--- src/hw/rtl/fdnf_pkg.sv ---
// Package with the constants, codes, stage types and helpers of the formatter.
package fdnf_pkg;

    localparam int FRACTION_BITS_DEFAULT = 16;

    localparam int MAG_W   = 32;
    localparam int SCALE_W = 10;
    localparam int PROD_W  = MAG_W + SCALE_W;
    localparam int VAL_W   = 14;
    localparam int DIG_W   = 8;
    localparam int NUM_W   = 4;
    localparam int Q1_W    = 10;
    localparam int Q2_W    = 7;
    localparam int Q3_W    = 4;
    localparam int RECIP_W = 30;

    localparam int INT_MAX     = 9999;
    localparam int INT_NEG_MAX = 999;

    localparam logic [DIG_W-1:0] CODE_MINUS = 8'h0A;
    localparam logic [DIG_W-1:0] CODE_BLANK = 8'hFF;

    // Reciprocals for exact division of values below 16384 by 10, 100 and 1000.
    localparam logic [RECIP_W-1:0] RECIP_10     = 30'd52429;
    localparam int                 SHIFT_10     = 19;
    localparam logic [RECIP_W-1:0] RECIP_100    = 30'd5243;
    localparam int                 SHIFT_100    = 19;
    localparam logic [RECIP_W-1:0] RECIP_1000   = 30'd16778;
    localparam int                 SHIFT_1000   = 24;

    typedef struct packed {
        logic               frac;
        logic               neg;
        logic [MAG_W-1:0]   mag;
        logic [SCALE_W-1:0] scale;
        logic [3:0]         mask;
    } cls_t;

    typedef struct packed {
        logic              frac;
        logic              neg;
        logic [PROD_W-1:0] val;
        logic [3:0]        mask;
    } prod_t;

    typedef struct packed {
        logic             frac;
        logic             neg;
        logic [VAL_W-1:0] value;
        logic [Q1_W-1:0]  q1;
        logic [Q2_W-1:0]  q2;
        logic [Q3_W-1:0]  q3;
        logic [3:0]       mask;
    } quot_t;

    typedef struct packed {
        logic [NUM_W-1:0][DIG_W-1:0] digit;
        logic [3:0]                  mask;
    } res_t;

    function automatic logic [SCALE_W-1:0] pow10(input logic [1:0] places);
        logic [SCALE_W-1:0] s;
        case (places)
            2'd1:    s = 10'd10;
            2'd2:    s = 10'd100;
            2'd3:    s = 10'd1000;
            default: s = 10'd1;
        endcase
        return s;
    endfunction

endpackage

--- src/hw/rtl/fdnf_classify.sv ---
// Mode decode, saturation, magnitude and decimal place count for one value.
module fdnf_classify #(
    parameter int FRACTION_BITS = fdnf_pkg::FRACTION_BITS_DEFAULT
) (
    input  logic                req_type,
    input  logic signed [31:0]  number,
    output fdnf_pkg::cls_t      cls
);

    logic [31:0] raw;
    logic [31:0] mag_abs;
    logic [31:0] ip;
    logic [2:0]  idig;
    logic [2:0]  room;
    logic [1:0]  places;

    always_comb
    begin
        raw     = number;
        mag_abs = raw[31] ? (~raw + 32'd1) : raw;
        ip      = mag_abs >> FRACTION_BITS;

        if (ip < 32'd10)
        begin
            idig = 3'd1;
        end
        else if (ip < 32'd100)
        begin
            idig = 3'd2;
        end
        else if (ip < 32'd1000)
        begin
            idig = 3'd3;
        end
        else
        begin
            idig = 3'd4;
        end
        room   = idig + {2'b00, raw[31]};
        places = 2'(3'd4 - room);

        cls.frac  = 1'b0;
        cls.neg   = raw[31];
        cls.mag   = mag_abs;
        cls.scale = fdnf_pkg::pow10(2'd0);
        cls.mask  = 4'b0000;

        if (!req_type)
        begin
            if (number > fdnf_pkg::INT_MAX)
            begin
                cls.neg = 1'b0;
                cls.mag = 32'(fdnf_pkg::INT_MAX);
            end
            else if (number < -fdnf_pkg::INT_NEG_MAX)
            begin
                cls.neg = 1'b1;
                cls.mag = 32'(fdnf_pkg::INT_NEG_MAX);
            end
        end
        else if (raw[31] && ip > 32'(fdnf_pkg::INT_NEG_MAX))
        begin
            cls.mag = 32'(fdnf_pkg::INT_NEG_MAX);
        end
        else if (ip > 32'(fdnf_pkg::INT_MAX))
        begin
            cls.mag = 32'(fdnf_pkg::INT_MAX);
        end
        else if (room >= 3'd4)
        begin
            cls.mag = ip;
        end
        else
        begin
            cls.frac  = 1'b1;
            cls.scale = fdnf_pkg::pow10(places);
            cls.mask  = 4'b1000 >> places;
        end
    end

endmodule

--- src/hw/rtl/fdnf_scale.sv ---
// In fraction mode, scales the magnitude by the power of ten and adds the rounding half.
module fdnf_scale #(
    parameter int FRACTION_BITS = fdnf_pkg::FRACTION_BITS_DEFAULT
) (
    input  fdnf_pkg::cls_t  cls,
    output fdnf_pkg::prod_t prod
);

    localparam logic [fdnf_pkg::PROD_W-1:0] HALF =
        fdnf_pkg::PROD_W'(1) << (FRACTION_BITS - 1);

    logic [fdnf_pkg::PROD_W-1:0] product;

    always_comb
    begin
        product   = fdnf_pkg::PROD_W'(cls.mag) * fdnf_pkg::PROD_W'(cls.scale);
        prod.frac = cls.frac;
        prod.neg  = cls.neg;
        prod.mask = cls.mask;
        prod.val  = cls.frac ? (product + HALF) : fdnf_pkg::PROD_W'(cls.mag);
    end

endmodule

--- src/hw/rtl/fdnf_split.sv ---
// Drops the fraction bits in fraction mode and forms the quotients by 10, 100 and 1000.
module fdnf_split #(
    parameter int FRACTION_BITS = fdnf_pkg::FRACTION_BITS_DEFAULT
) (
    input  fdnf_pkg::prod_t prod,
    output fdnf_pkg::quot_t quot
);

    logic [fdnf_pkg::VAL_W-1:0]   value;
    logic [fdnf_pkg::RECIP_W-1:0] p10;
    logic [fdnf_pkg::RECIP_W-1:0] p100;
    logic [fdnf_pkg::RECIP_W-1:0] p1000;

    always_comb
    begin
        if (prod.frac)
        begin
            value = fdnf_pkg::VAL_W'(prod.val >> FRACTION_BITS);
        end
        else
        begin
            value = prod.val[fdnf_pkg::VAL_W-1:0];
        end
        p10   = fdnf_pkg::RECIP_W'(value) * fdnf_pkg::RECIP_10;
        p100  = fdnf_pkg::RECIP_W'(value) * fdnf_pkg::RECIP_100;
        p1000 = fdnf_pkg::RECIP_W'(value) * fdnf_pkg::RECIP_1000;

        quot.frac  = prod.frac;
        quot.neg   = prod.neg;
        quot.mask  = prod.mask;
        quot.value = value;
        quot.q1    = fdnf_pkg::Q1_W'(p10 >> fdnf_pkg::SHIFT_10);
        quot.q2    = fdnf_pkg::Q2_W'(p100 >> fdnf_pkg::SHIFT_100);
        quot.q3    = fdnf_pkg::Q3_W'(p1000 >> fdnf_pkg::SHIFT_1000);
    end

endmodule

--- src/hw/rtl/fdnf_layout.sv ---
// Turns the quotients into digit codes and places blanks, sign and point.
module fdnf_layout (
    input  fdnf_pkg::quot_t quot,
    output fdnf_pkg::res_t  res
);

    logic [fdnf_pkg::VAL_W-1:0] ten1;
    logic [fdnf_pkg::Q1_W-1:0]  ten2;
    logic [fdnf_pkg::Q2_W-1:0]  ten3;
    logic [3:0]                 dig0;
    logic [3:0]                 dig1;
    logic [3:0]                 dig2;
    logic [3:0]                 dig3;
    logic                       ge10;
    logic                       ge100;
    logic                       ge1000;

    always_comb
    begin
        ten1 = (fdnf_pkg::VAL_W'(quot.q1) << 3) + (fdnf_pkg::VAL_W'(quot.q1) << 1);
        ten2 = (fdnf_pkg::Q1_W'(quot.q2) << 3) + (fdnf_pkg::Q1_W'(quot.q2) << 1);
        ten3 = (fdnf_pkg::Q2_W'(quot.q3) << 3) + (fdnf_pkg::Q2_W'(quot.q3) << 1);
        dig3 = 4'(quot.value - ten1);
        dig2 = 4'(quot.q1 - ten2);
        dig1 = 4'(quot.q2 - ten3);
        // A rounding carry into a fifth digit leaves only the low four shown.
        dig0 = (quot.q3 == 4'd10) ? 4'd0 : quot.q3;

        ge10   = quot.value >= 14'd10;
        ge100  = quot.value >= 14'd100;
        ge1000 = quot.value >= 14'd1000;

        res.digit[3] = {4'b0000, dig3};
        if (quot.frac)
        begin
            res.digit[2] = {4'b0000, dig2};
            res.digit[1] = {4'b0000, dig1};
            res.digit[0] = quot.neg ? fdnf_pkg::CODE_MINUS : {4'b0000, dig0};
            res.mask     = quot.mask;
        end
        else
        begin
            res.mask = 4'b0000;
            if (ge10)
            begin
                res.digit[2] = {4'b0000, dig2};
            end
            else
            begin
                res.digit[2] = quot.neg ? fdnf_pkg::CODE_MINUS : fdnf_pkg::CODE_BLANK;
            end
            if (ge100)
            begin
                res.digit[1] = {4'b0000, dig1};
            end
            else
            begin
                res.digit[1] = (quot.neg && ge10) ? fdnf_pkg::CODE_MINUS
                                                  : fdnf_pkg::CODE_BLANK;
            end
            if (ge1000)
            begin
                res.digit[0] = {4'b0000, dig0};
            end
            else
            begin
                res.digit[0] = (quot.neg && ge100) ? fdnf_pkg::CODE_MINUS
                                                   : fdnf_pkg::CODE_BLANK;
            end
        end
    end

endmodule

--- src/hw/rtl/four_digit_number_formatter.sv ---
// Four-digit display formatter: input register, three work stages and a result register.
// A transaction passes the input, class, product, quotient and result registers in turn.
// Throughput: one transaction per cycle; each stage holds one item and moves on when
// the stage after it is empty or moving, so a stalled result does not block empty stages.
// The stage multipliers (scale by a power of ten, reciprocal division) set the stage depth.
// Reset clears all valid flags; payload registers are not reset.
module four_digit_number_formatter #(
    parameter int FRACTION_BITS = fdnf_pkg::FRACTION_BITS_DEFAULT
) (
    input  logic                          clk,
    input  logic                          rst_n,
    input  logic                          in_valid,
    output logic                          in_ready,
    input  logic                          req_type,
    input  logic signed [31:0]            number,
    output logic                          out_valid,
    input  logic                          out_ready,
    output logic [fdnf_pkg::DIG_W-1:0]    digit_0,
    output logic [fdnf_pkg::DIG_W-1:0]    digit_1,
    output logic [fdnf_pkg::DIG_W-1:0]    digit_2,
    output logic [fdnf_pkg::DIG_W-1:0]    digit_3,
    output logic [3:0]                    point_mask
);

    logic               in_valid_reg;
    logic               in_type_reg;
    logic signed [31:0] in_number_reg;
    logic               cls_valid_reg;
    fdnf_pkg::cls_t     cls_reg;
    logic               prod_valid_reg;
    fdnf_pkg::prod_t    prod_reg;
    logic               quot_valid_reg;
    fdnf_pkg::quot_t    quot_reg;
    logic               out_valid_reg;
    fdnf_pkg::res_t     res_reg;

    fdnf_pkg::cls_t     cls_next;
    fdnf_pkg::prod_t    prod_next;
    fdnf_pkg::quot_t    quot_next;
    fdnf_pkg::res_t     res_next;

    logic en_out;
    logic en_quot;
    logic en_prod;
    logic en_cls;
    logic en_in;

    assign en_out   = !out_valid_reg || out_ready;
    assign en_quot  = !quot_valid_reg || en_out;
    assign en_prod  = !prod_valid_reg || en_quot;
    assign en_cls   = !cls_valid_reg || en_prod;
    assign en_in    = !in_valid_reg || en_cls;
    assign in_ready = en_in;

    fdnf_classify #(
        .FRACTION_BITS(FRACTION_BITS)
    ) u_classify (
        .req_type(in_type_reg),
        .number  (in_number_reg),
        .cls     (cls_next)
    );

    fdnf_scale #(
        .FRACTION_BITS(FRACTION_BITS)
    ) u_scale (
        .cls (cls_reg),
        .prod(prod_next)
    );

    fdnf_split #(
        .FRACTION_BITS(FRACTION_BITS)
    ) u_split (
        .prod(prod_reg),
        .quot(quot_next)
    );

    fdnf_layout u_layout (
        .quot(quot_reg),
        .res (res_next)
    );

    always_ff @(posedge clk or negedge rst_n)
    begin
        if (!rst_n)
        begin
            in_valid_reg   <= 1'b0;
            cls_valid_reg  <= 1'b0;
            prod_valid_reg <= 1'b0;
            quot_valid_reg <= 1'b0;
            out_valid_reg  <= 1'b0;
        end
        else
        begin
            if (en_in)
            begin
                in_valid_reg <= in_valid;
            end
            if (en_cls)
            begin
                cls_valid_reg <= in_valid_reg;
            end
            if (en_prod)
            begin
                prod_valid_reg <= cls_valid_reg;
            end
            if (en_quot)
            begin
                quot_valid_reg <= prod_valid_reg;
            end
            if (en_out)
            begin
                out_valid_reg <= quot_valid_reg;
            end
        end
    end

    always_ff @(posedge clk)
    begin
        if (en_in)
        begin
            in_type_reg   <= req_type;
            in_number_reg <= number;
        end
        if (en_cls)
        begin
            cls_reg <= cls_next;
        end
        if (en_prod)
        begin
            prod_reg <= prod_next;
        end
        if (en_quot)
        begin
            quot_reg <= quot_next;
        end
        if (en_out)
        begin
            res_reg <= res_next;
        end
    end

    assign out_valid  = out_valid_reg;
    assign digit_0    = res_reg.digit[0];
    assign digit_1    = res_reg.digit[1];
    assign digit_2    = res_reg.digit[2];
    assign digit_3    = res_reg.digit[3];
    assign point_mask = res_reg.mask;

endmodule

--- config.mk ---
export PLATFORM = sky130hd
export DESIGN_NAME = four_digit_number_formatter
export DESIGN_NICKNAME = d
export VERILOG_FILES = /design/src/hw/rtl/fdnf_pkg.sv /design/src/hw/rtl/fdnf_classify.sv /design/src/hw/rtl/fdnf_scale.sv /design/src/hw/rtl/fdnf_split.sv /design/src/hw/rtl/fdnf_layout.sv /design/src/hw/rtl/four_digit_number_formatter.sv
export SDC_FILE = /design/constraint.sdc
export NUM_CORES = 1
export LEC_CHECK = 0
export ABC_AREA = 1
export ABC_CLOCK_PERIOD_IN_PS = 6700
export BUFFER_PORTS_ARGS = -buffer_cell sky130_fd_sc_hd__clkbuf_2
export CORE_UTILIZATION = 40
export DETAILED_ROUTE_END_ITERATION = 12
export SYNTH_ARGS = -nofsm -noshare
export SYNTH_HDL_FRONTEND = slang
export SYNTH_SLANG_ARGS = --single-unit
--- constraint.sdc ---
create_clock -name clk -period 6.7 [get_ports clk]
set_input_delay 0.335 -clock clk [delete_from_list [all_inputs] [get_ports clk]]
set_output_delay 0.335 -clock clk [all_outputs]
set_load 0.05 [all_outputs]
---- Word-level counts from Yosys, hierarchy flattened ----
Index checks and enable logic that the tools add are counted.
operators by class
  $lt $le $gt $ge ......................... 11
  reductions and logical operators ........ 17
  eq/ne operators ......................... 4
  $mul .................................... 4
  mux-type cells .......................... 24
  shifts and indexed selects .............. 1
  add/sub/neg operators ................... 10
  bitwise operators ....................... 2
operator list
  cell                                                                 number
  two-way mux 32 bit                                                   5
  two-way mux 33 bit                                                   2
  two-way mux 8 bit                                                    5
  adder 32 x 1 -> 32 bit, second input constant                        1
  > comparator 32 x 15 -> 1 bit, second input constant                 1
  < comparator 32 x 11 -> 1 bit, second input constant                 1
  multiplier 32 x 10 -> 30 bit                                         1
  NOT 32 bit                                                           1
  adder 30 x 16 -> 30 bit, second input constant                       1
  two-way mux 30 bit                                                   1
  case mux 10 bit (3 select lines)                                     1
  multiplier 14 x 14 -> 27 bit, second input constant                  1
  two-way mux 24 bit                                                   1
  multiplier 14 x 13 -> 23 bit, second input constant                  1
  multiplier 14 x 16 -> 23 bit, second input constant                  1
  > comparator 16 x 10 -> 1 bit, second input constant                 1
  > comparator 16 x 14 -> 1 bit, second input constant                 1
  < comparator 16 x 10 -> 1 bit, second input constant                 1
  < comparator 16 x 4 -> 1 bit, second input constant                  1
  < comparator 16 x 7 -> 1 bit, second input constant                  1
  greater-or-equal comparator 14 x 10 -> 1 bit, second input constant  1
  greater-or-equal comparator 14 x 4 -> 1 bit, second input constant   1
  greater-or-equal comparator 14 x 7 -> 1 bit, second input constant   1
  two-way mux 14 bit                                                   1
  19 further kinds                                                     40
storage, ports and cells
  output and inout port bits .............. 38
  word-level logic and storage cells ...... 103
  input bits .............................. 37
  register bits ........................... 186

---- Depth between registers and ports, before layout ----
Gate-level depths: netlist of run 1.
  depth in word-level cells ............... 13
  gate-level depth with buffers ........... 27
  depth with buffers taken out ............ 25

---- By module ----
Synthesis of run 1 repeated with hierarchy kept, for this count alone.
unflattened totals
  cells, all modules ...................... 3951
  area, all modules ....................... 31396.4 sq um
by module, submodules not included
  module                       instances  sequential area each (sq um)  area an instance (sq um)  cells each
  fdnf_scale                   1          0.0                           11901.4                   1787
  fdnf_split                   1          0.0                           10032.1                   1344
  four_digit_number_formatter  1          6311.1                        6393.6                    227
  fdnf_classify                1          0.0                           2184.6                    434
  fdnf_layout                  1          0.0                           884.6                     159

---- Least setup slack after synthesis of run 1 ----
No wires, ideal clock.
  kind .................................... register to register
  start point ............................. register prod_reg[47] (netlist name)
  end point ............................... register quot_reg[18] (netlist name), data pin
  arrival time ............................ 5.513 ns
  library setup time ...................... 0.260 ns
  stages on the path, launching flop included .. 19
  path buffers ............................ 2
  path slack .............................. 0.927 ns
  period minus slack after synthesis ...... 5.773 ns
  required time ........................... 6.440 ns
  cells stage by stage .................... edfxtp_1 -> clkbuf_1 -> clkbuf_1 -> o21ai_0 -> inv_1 -> ha_1 -> fa_1 -> fa_1 -> fa_1 -> fa_1 -> fa_1 -> ha_1 -> a21oi_1 -> o21ai_0 -> o21ai_0 -> nand2_1 -> nand4_1 -> nand2_1 -> xor2_1
RTL lines
  element                 RTL line                            text
  from (decl)             four_digit_number_formatter.sv:31   fdnf_pkg::prod_t prod_reg;
  from (signal assigned)  four_digit_number_formatter.sv:130  prod_reg <= prod_next;
  to (signal assigned)    four_digit_number_formatter.sv:134  quot_reg <= quot_next;
  to (decl)               four_digit_number_formatter.sv:33   fdnf_pkg::quot_t quot_reg;

==> impl_summary.txt, run 1 <==
----------------------------------------------------
[Worst hold path]
  Critical hold path startpoint ... number[10]
  Hold path endpoint ... in_number_reg[10]
  Number of instances on the worst hold path ... 1
  Hold Crit Class ... primary input to flop

[Floorplanning]
  DIE AREA ... 58,900 µm²
  Total number of placement rows ... 87
  Vertical die dimension ... 243 µm
  Die width ... 243 µm
  Area of the core ... 56,800 µm²
  Top Ports ... 75
  Starting density of the core ... 40.8%

[Critical path]
  Cells along the critical path ... buf_4 -> nand2_1 -> fa_1 -> fa_1 -> inv_1 -> fa_1 -> inv_1 -> fa_1 -> fa_1 -> inv_1 -> ha_1 -> nand2_1 -> nor4_1 -> nand4_1 -> nand3_1 -> nand2_1 -> o211ai_1 -> a21oi_1 -> nand3_1 -> nand2_1 -> o21ai_0
  Beginning of the critical path ... cls_reg[6]
  Worst setup slack for register-to-register paths ... 0.60 ns
  Biggest cell delay along the critical path ... 0.64 ns
  Nature of the critical path startpoint ... flop
  Worst EP required ... 7.01 ns
  Reg-to-reg startpoint ... cls_reg[6]
  Count of buffering cells on the critical path with inverters included ... 4
  Arrival time worst endpoint ... 6.41 ns
  Critical path endpoint category ... flop
  Depth of the worst register-to-register path ... 21
  End of the worst register-to-register path ... prod_reg[33]
  Worst setup path category ... flop to flop
  Maximum fanout encountered on the critical timing path ... 18
  Largest delay share family, worst path ... adder cells
  CP dominant cell by count ... sky130_fd_sc_hd__fa_1
  Critical Path Slowest Stage Cell ... sky130_fd_sc_hd__edfxtp_1

[Logic synthesis]
  Cell type with the highest aggregate area in the netlist ... sky130_fd_sc_hd__fa_1
  Synthesis warning total ... 0
  List of most frequent post-synthesis cells ... sky130_fd_sc_hd__inv_1, sky130_fd_sc_hd__nand2_1, sky130_fd_sc_hd__ha_1, sky130_fd_sc_hd__fa_1, sky130_fd_sc_hd__edfxtp_1
  Number of instances in the synthesized netlist ... 2,595
  Proportion of netlist area held by the largest area contributor ... 24.6%
  Average cell area after synthesis ... 8.92 µm²
  Dominant synthesized flop cell ... sky130_fd_sc_hd__edfxtp_1
  Register area share after synthesis ... 21.8%
  Synth area leaders ... sky130_fd_sc_hd__fa_1, sky130_fd_sc_hd__edfxtp_1, sky130_fd_sc_hd__ha_1
  Share of synthesized cell area in full adder, half adder and majority cells ... 43.2%
  Post-Synth Simple-Gate Area ... 13.0%
  Mux share of post-synthesis cell area ... 0%
  Count of distinct cell types in the synthesized netlist ... 51
  Largest family of logic cells by synthesized area ... adder cells
  Xor-xnor portion of the synthesized cell area ... 3.25%
  Mapped Area ... 23,200 µm²
  Most common cell in the netlist ... sky130_fd_sc_hd__inv_1
  Post-synth EDFFs ... 164
  Post-synthesis compound-gate area fraction ... 6.27%
  Yosys reg bits ... 169
  Async set-or-reset flop fraction in the synthesized netlist ... 2.96%

[Run]
  Max-Cap Viols ... 0

[Global route]
  Wire length of the first global-routing pass ... 92,400 µm
  Initial antenna violation count ... 0
  Total grt overflow ... 0
  Maximum number of pins on one net before global-route repair ... 43
  Overall Global Routing Usage ... 20.1%
  Vias in the first global route ... 17.4k

[Detailed routing]
  Routed WL per cell ... 16.5 µm
  Count of unresolved DRC violations after routing ... 0
  DRT Wirelength ... 57,100 µm
  Router iterations before antenna repair ... 5
  DR iter-0 viols ... 884
  Routed Antenna Nets ... 0
  Avg Vias per Cell ... 4.86
  Overall via count from detail_route ... 16.8k

[Timing]
  Setup repair after global routing missed its margin ... false
  Sum Neg Setup Slack ... 0 ns
  Final worst path period share ... 91.0%
  Clock Skew ... 0.0196 ns
  Minimum clock period after layout ... 6.10 ns
  Max-slew headroom ... 33.6%
  Maximum clock frequency ... 0.164 GHz
  Setup violators final ... 0
  Transition at the pin with the smallest max-transition slack ... 0.995 ns
  Final Slew Violations ... 0
  Total count of hold-check failures in the final report ... 0

[CTS]
  Maximum buffer depth of the clock tree ... 2
  Number of post-CTS setup repair buffers ... 0
  Latest clock arrival within the worst-skew pair ... 0.48 ns
  Clock-pin slew reported for the worst setup and hold paths after clock tree synthesis ... 0.08 ns
  Count of H-tree levels built during CTS ... 4
  Clock Tree Root ... sky130_fd_sc_hd__clkbuf_16
  Number of buffers created by CTS ... 17
  TritonCTS Sinks ... 169
  Clock tree from TritonCTS ... yes

[Place]
  Half-perimeter wire length of the detailed placement result ... 48,400 µm
  Number of input and output port buffers inserted ... 70
  Area after DPL ... 24,500 µm²
  RD Place Congestion ... 0.893

[Final layout]
  Number of fillers in the final layout ... 5,564
  Finished layout cell area ... 25,300 µm²
  Antenna diode count ... 0
  Number of flip-flops in the largest register ... 42
  Total number of nets in the final design ... 3,354
  Syn-to-layout area delta ... 9.13%
  Share of cells above drive strength 1 ... 7.25%

[Run status]
  Run status ... completed

----------------------------------------------------
## layout by cell type (no fill, tap or decap), drive strengths merged, types with 3 or more instances in the layout
master and count:
a21oi 100, o21a 3, xor2 54, clkinv 4
a31oi 8, nand2 458, o21bai 7, nand3 60
dlygate4sd3 22, fa 285, a21boi 4, o31ai 3
conb 4, xnor2 31, nor4 8, nor3 13
o211ai 8, edfxtp 164, bufinv 3, dfrtp 5
buf 35, a211oi 7, o21ai 102, ha 343
inv 698, or2 13, nand4 18, a21o 6
clkbuf 90, nor2 135
## worst max-delay path by stage
stage	end	slack (ns)	cells past startpoint
after floorplan	quot_reg[18]	0.93	18
after global placement	prod_reg[33]	0.73	20
after detailed placement	prod_reg[33]	0.67	21
after CTS	prod_reg[33]	0.65	21
after global routing	prod_reg[33]	0.27	21
final	prod_reg[33]	0.60	21
## cell type report
type	instances	area, µm²	share of cell area (%)
Clock inverter	12	165	0.653
Timing Repair Buffer	127	833	3.30
Clock buffer	20	437	1.73
Inverter	695	2610	10.3
Tap cell	756	946	3.74
Multi-Input combinational cell	1679	15200	60.3
Sequential cell	169	5050	20.0
## metrics by stage
stage	util [%]	worst slack (ns)	hold slack (ns)	instances
2_1_floorplan	-	0.927	0.0394	2598
4_1_cts	44.5	0.645	0.000440	3458
5_1_grt	44.5	0.266	0.00994	3458
3_5_place_dp	43.0	0.672	0.170	3404
6_report	44.5	0.604	0.0364	3458
3_3_place_gp	43.0	0.733	0.155	3404
## repair_timing
action                    CTS  global route
gates resized for setup     0             0
hold buffers               22             0
hold endpoints to repair   26             0
## routing by layer
metal	part of all wire, %	routed length (µm)	track usage (%)	vias to the layer above
met5	0	0	0	-
met4	2.4	1360	6.10	0
met3	3.3	1900	2.58	62
met2	53	30000	37.2	308
met1	42	23900	24.1	8241
li1	-	-	-	8188
## cells by family (layout without fill, tap and decap cells)
logic type / count (synthesis) / count (layout)
flip-flops: 169 / 169
XOR/XNOR: 85 / 85
adder cells (fa/ha/maj): 628 / 628
AO/OA/AOI/OAI: 255 / 255
buffers and inverters: 750 / 854
AND/OR/NAND/NOR: 707 / 707
other: 1 / 4
Power of run 1 is left out: the tool's default activity adds up to more than one toggle a clock period on the data nets, which glitch-free logic cannot reach.
==> run 2: changes to the inputs <==
--- a/config.mk
+++ b/config.mk
@@ -5,7 +5,7 @@
 export SDC_FILE = /design/constraint.sdc
 export NUM_CORES = 1
 export LEC_CHECK = 0
-export ABC_AREA = 1
+export ABC_AREA = 0
 export ABC_CLOCK_PERIOD_IN_PS = 6700
 export BUFFER_PORTS_ARGS = -buffer_cell sky130_fd_sc_hd__clkbuf_2
 export CORE_UTILIZATION = 40
==> run 2 against run 1 <==
Compared with the run above:
- final area decreased by 2.8%
- clock skew down 0.0034 ns
- non-clock buffer count is 6 lower
- synthesized area decreased by 2.6%
- sequential cell count unchanged
- synthesized cell count is 16% lower
- cell count down 12%
- global-route usage down 1.4 points
- first-iteration DRC count down 18%
- hold slack improved by 0.014 ns
- critical path type unchanged
- highest routed layer unchanged
==> impl_summary.txt, run 2 <==
----------------------------------------------------
[Run status]
  Run status ... completed (unchanged)

[Timing]
  Max-slew headroom ... 30.4% (was 33.6%)
  Final Slew Violations ... 0 (unchanged)
  Transition at the pin with the smallest max-transition slack ... 1.04 ns (was 0.995 ns)
  Total count of hold-check failures in the final report ... 0 (unchanged)
  Sum Neg Setup Slack ... 0 ns (unchanged)
  Setup violators final ... 0 (unchanged)
  Final worst path period share ... 95.8% (was 91.0%)
  Clock Skew ... 0.0162 ns (was 0.0196 ns)
  Setup repair after global routing missed its margin ... false (unchanged)
  Maximum clock frequency ... 0.156 GHz (was 0.164 GHz)
  Minimum clock period after layout ... 6.42 ns (was 6.10 ns)

[Final layout]
  Share of cells above drive strength 1 ... 9.06% (was 7.25%)
  Number of flip-flops in the largest register ... 42 (unchanged)
  Antenna diode count ... 0 (unchanged)
  Count of placed standard cells in the final layout, fillers left out ... 3,033 (was 3,458)
  Total number of nets in the final design ... 2,937 (was 3,354)
  Most common cell after layout, fill and taps aside ... sky130_fd_sc_hd__inv_1 (unchanged)
  Commonest cells after routing, fill and taps aside ... sky130_fd_sc_hd__inv_1, sky130_fd_sc_hd__ha_1, sky130_fd_sc_hd__fa_1, sky130_fd_sc_hd__edfxtp_1, sky130_fd_sc_hd__nand2_1 (was sky130_fd_sc_hd__inv_1, sky130_fd_sc_hd__nand2_1, sky130_fd_sc_hd__ha_1, sky130_fd_sc_hd__fa_1, sky130_fd_sc_hd__edfxtp_1)
  Number of fillers in the final layout ... 5,263 (was 5,564)
  Syn-to-layout area delta ... 8.98% (was 9.13%)

[Detailed routing]
  Overall via count from detail_route ... 14.9k (was 16.8k)
  DRT Wirelength ... 50,600 µm (was 57,100 µm)
  Count of unresolved DRC violations after routing ... 0 (unchanged)
  Router iterations before antenna repair ... 5 (unchanged)
  Routed WL per cell ... 16.7 µm (was 16.5 µm)
  Avg Vias per Cell ... 4.92 (was 4.86)
  Routed Antenna Nets ... 0 (unchanged)
  DR iter-0 viols ... 726 (was 884)

[Worst hold path]
  Number of instances on the worst hold path ... 1 (unchanged)
  Critical hold path startpoint ... number[11] (was number[10])
  Hold Crit Class ... primary input to flop (unchanged)
  Hold path endpoint ... in_number_reg[11] (was in_number_reg[10])

[Critical path]
  Worst setup slack for register-to-register paths ... 0.28 ns (was 0.60 ns)
  Reg-to-reg startpoint ... cls_reg[15] (was cls_reg[6])
  Maximum fanout encountered on the critical timing path ... 10 (was 18)
  Arrival time worst endpoint ... 6.61 ns (was 6.41 ns)
  End of the worst register-to-register path ... prod_reg[33] (unchanged)
  Worst setup path category ... flop to flop (unchanged)
  Beginning of the critical path ... cls_reg[15] (was cls_reg[6])
  Critical path endpoint category ... flop (unchanged)
  Nature of the critical path startpoint ... flop (unchanged)
  Worst EP required ... 6.89 ns (was 7.01 ns)
  Depth of the worst register-to-register path ... 20 (was 21)

[Logic synthesis]
  Yosys reg bits ... 169 (unchanged)
  Mapped Area ... 22,500 µm² (was 23,200 µm²)
  Register area share after synthesis ... 22.4% (was 21.8%)
  Post-synthesis compound-gate area fraction ... 6.75% (was 6.27%)
  Largest family of logic cells by synthesized area ... adder cells (unchanged)
  Average cell area after synthesis ... 10.3 µm² (was 8.92 µm²)
  Xor-xnor portion of the synthesized cell area ... 4.15% (was 3.25%)
  Post-Synth Simple-Gate Area ... 10.3% (was 13.0%)
  Mux share of post-synthesis cell area ... 2.09% (was 0%)
  Dominant synthesized flop cell ... sky130_fd_sc_hd__edfxtp_1 (unchanged)
  Synth area leaders ... sky130_fd_sc_hd__fa_1, sky130_fd_sc_hd__edfxtp_1, sky130_fd_sc_hd__ha_1 (unchanged)
  Post-synth EDFFs ... 164 (unchanged)
  Proportion of netlist area held by the largest area contributor ... 25.3% (was 24.6%)
  Share of synthesized cell area in full adder, half adder and majority cells ... 44.3% (was 43.2%)
  Synthesis warning total ... 0 (unchanged)
  Count of distinct cell types in the synthesized netlist ... 77 (was 51)
  List of most frequent post-synthesis cells ... sky130_fd_sc_hd__inv_1, sky130_fd_sc_hd__ha_1, sky130_fd_sc_hd__fa_1, sky130_fd_sc_hd__edfxtp_1, sky130_fd_sc_hd__nand2_1 (was sky130_fd_sc_hd__inv_1, sky130_fd_sc_hd__nand2_1, sky130_fd_sc_hd__ha_1, sky130_fd_sc_hd__fa_1, sky130_fd_sc_hd__edfxtp_1)
  Most common cell in the netlist ... sky130_fd_sc_hd__inv_1 (unchanged)
  Async set-or-reset flop fraction in the synthesized netlist ... 2.96% (unchanged)
  Cell type with the highest aggregate area in the netlist ... sky130_fd_sc_hd__fa_1 (unchanged)
  Number of instances in the synthesized netlist ... 2,190 (was 2,595)

[Place]
  Number of input and output port buffers inserted ... 70 (unchanged)
  Placed Cells incl. Taps ... 3,000 (was 3,404)
  RD Place Congestion ... 0.915 (was 0.893)
  Half-perimeter wire length of the detailed placement result ... 43,200 µm (was 48,400 µm)

[CTS]
  Clock Tree Root ... sky130_fd_sc_hd__clkbuf_16 (unchanged)
  Latest clock arrival within the worst-skew pair ... 0.45 ns (was 0.48 ns)
  Maximum buffer depth of the clock tree ... 2 (unchanged)
  TritonCTS Sinks ... 169 (unchanged)
  Clock-pin slew reported for the worst setup and hold paths after clock tree synthesis ... 0.08 ns (about the same)
  Number of buffers created by CTS ... 17 (unchanged)
  Count of H-tree levels built during CTS ... 4 (unchanged)
  Clock tree from TritonCTS ... yes (unchanged)

[Floorplanning]
  Total number of placement rows ... 86 (was 87)
  Starting density of the core ... 40.7% (was 40.8%)
  DIE AREA ... 57,300 µm² (was 58,900 µm²)
  Top Ports ... 75 (unchanged)
  Die width ... 239 µm (was 243 µm)
  Area of the core ... 55,400 µm² (was 56,800 µm²)
  Vertical die dimension ... 239 µm (was 243 µm)

[Global route]
  Maximum number of pins on one net before global-route repair ... 45 (was 43)
  Overall Global Routing Usage ... 18.7% (was 20.1%)
  Initial antenna violation count ... 0 (unchanged)
  Total grt overflow ... 0 (unchanged)
  Wire length of the first global-routing pass ... 83,800 µm (was 92,400 µm)
  Vias in the first global route ... 16.2k (was 17.4k)

[Run]
  Max-Cap Viols ... 0 (unchanged)

----------------------------------------------------
## run 2: cell types whose count changed after synthesis, sizes merged, moves of 40 or more
cell,before,now
nand3,60,20
a21oi,100,41
nor2,135,73
inv,693,516
o21ai,102,36
nand2,458,144
and2,0,86
## run 2: worst max path at each step
stage | slack, ns | end | cells past startpoint
global route | 0.009 | prod_reg[33] | 21
detailed placement | 0.15 | quot_reg[18] | 22
floorplan | 0.10 | quot_reg[18] | 19
CTS | 0.13 | quot_reg[18] | 22
finish | 0.28 | prod_reg[33] | 20
global placement | 0.26 | quot_reg[18] | 24
## run 2: area by class of cell
| cell class | count | area (µm²) | area share (%) |
|---|---|---|---|
| clock inverters | 15 | 206 | 0.840 |
| well taps | 748 | 936 | 3.81 |
| multi-input cells | 1447 | 15300 | 62.1 |
| repair buffers | 121 | 752 | 3.06 |
| flip-flops and latches | 169 | 5050 | 20.5 |
| inverters | 516 | 1940 | 7.88 |
| clock buffers | 17 | 425 | 1.73 |
## run 2: per-layer routing
layer  GRT usage [%]  share of wire, %  vias to the layer above  wire, µm
li1                -                 -                     7235         -
met1            23.7                44                     7430     22400
met2            33.4                51                      208     25700
met3            2.24               2.4                       64      1210
met4            5.36               2.6                        0      1310
met5               0                 0                        -         0
## run 2: metrics by stage
step                      setup WS [ns]  utilization [%]  area, µm²  hold WS [ns]
after global routing            0.00907             44.3      24600        0.0213
after detailed placement          0.145             43.2      23900         0.157
after floorplan                   0.105                -      22600        0.0394
after CTS                         0.127             44.3      24600        0.0216
final                             0.281             44.3      24600        0.0503
after global placement            0.260             43.2      23900         0.155
## run 2: repair_timing
| item | CTS | global route |
|---|---|---|
| hold buffers | 1 | 0 |
| setup buffers | 0 | 0 |
| endpoints found under the hold margin | 5 | 0 |
| gates resized for setup | 0 | 6 |
| endpoints found under the setup margin | 0 | 2 |
## run 2: logic make-up after synthesis
group | after synthesis
DFF | 169
buffers and inverters | 577
adders and majority gates | 628
muxes | 44
AOI/OAI and AO/OA | 216
other | 1
and+or+nand+nor | 450
xor gates and xnor gates | 105
## run 2: critical path, stage by stage (launching register included)
cell                       delay, ns
sky130_fd_sc_hd__edfxtp_1       0.57
sky130_fd_sc_hd__xor2_1         0.22
sky130_fd_sc_hd__and2_1         0.19
sky130_fd_sc_hd__ha_1           0.18
sky130_fd_sc_hd__or2_2          0.31
sky130_fd_sc_hd__fa_1           0.48
sky130_fd_sc_hd__fa_1           0.53
sky130_fd_sc_hd__fa_1           0.54
sky130_fd_sc_hd__inv_1          0.06
sky130_fd_sc_hd__fa_1           0.53
sky130_fd_sc_hd__inv_1          0.04
sky130_fd_sc_hd__ha_1           0.35
sky130_fd_sc_hd__and3_1         0.22
sky130_fd_sc_hd__a311oi_1       0.29
sky130_fd_sc_hd__buf_4          0.18
sky130_fd_sc_hd__o221ai_1       0.17
sky130_fd_sc_hd__a221o_1        0.42
sky130_fd_sc_hd__a221o_1        0.37
sky130_fd_sc_hd__o31ai_1        0.26
sky130_fd_sc_hd__xnor2_1        0.15
sky130_fd_sc_hd__a21oi_1        0.08
Power of run 2 is left out for the same reason.
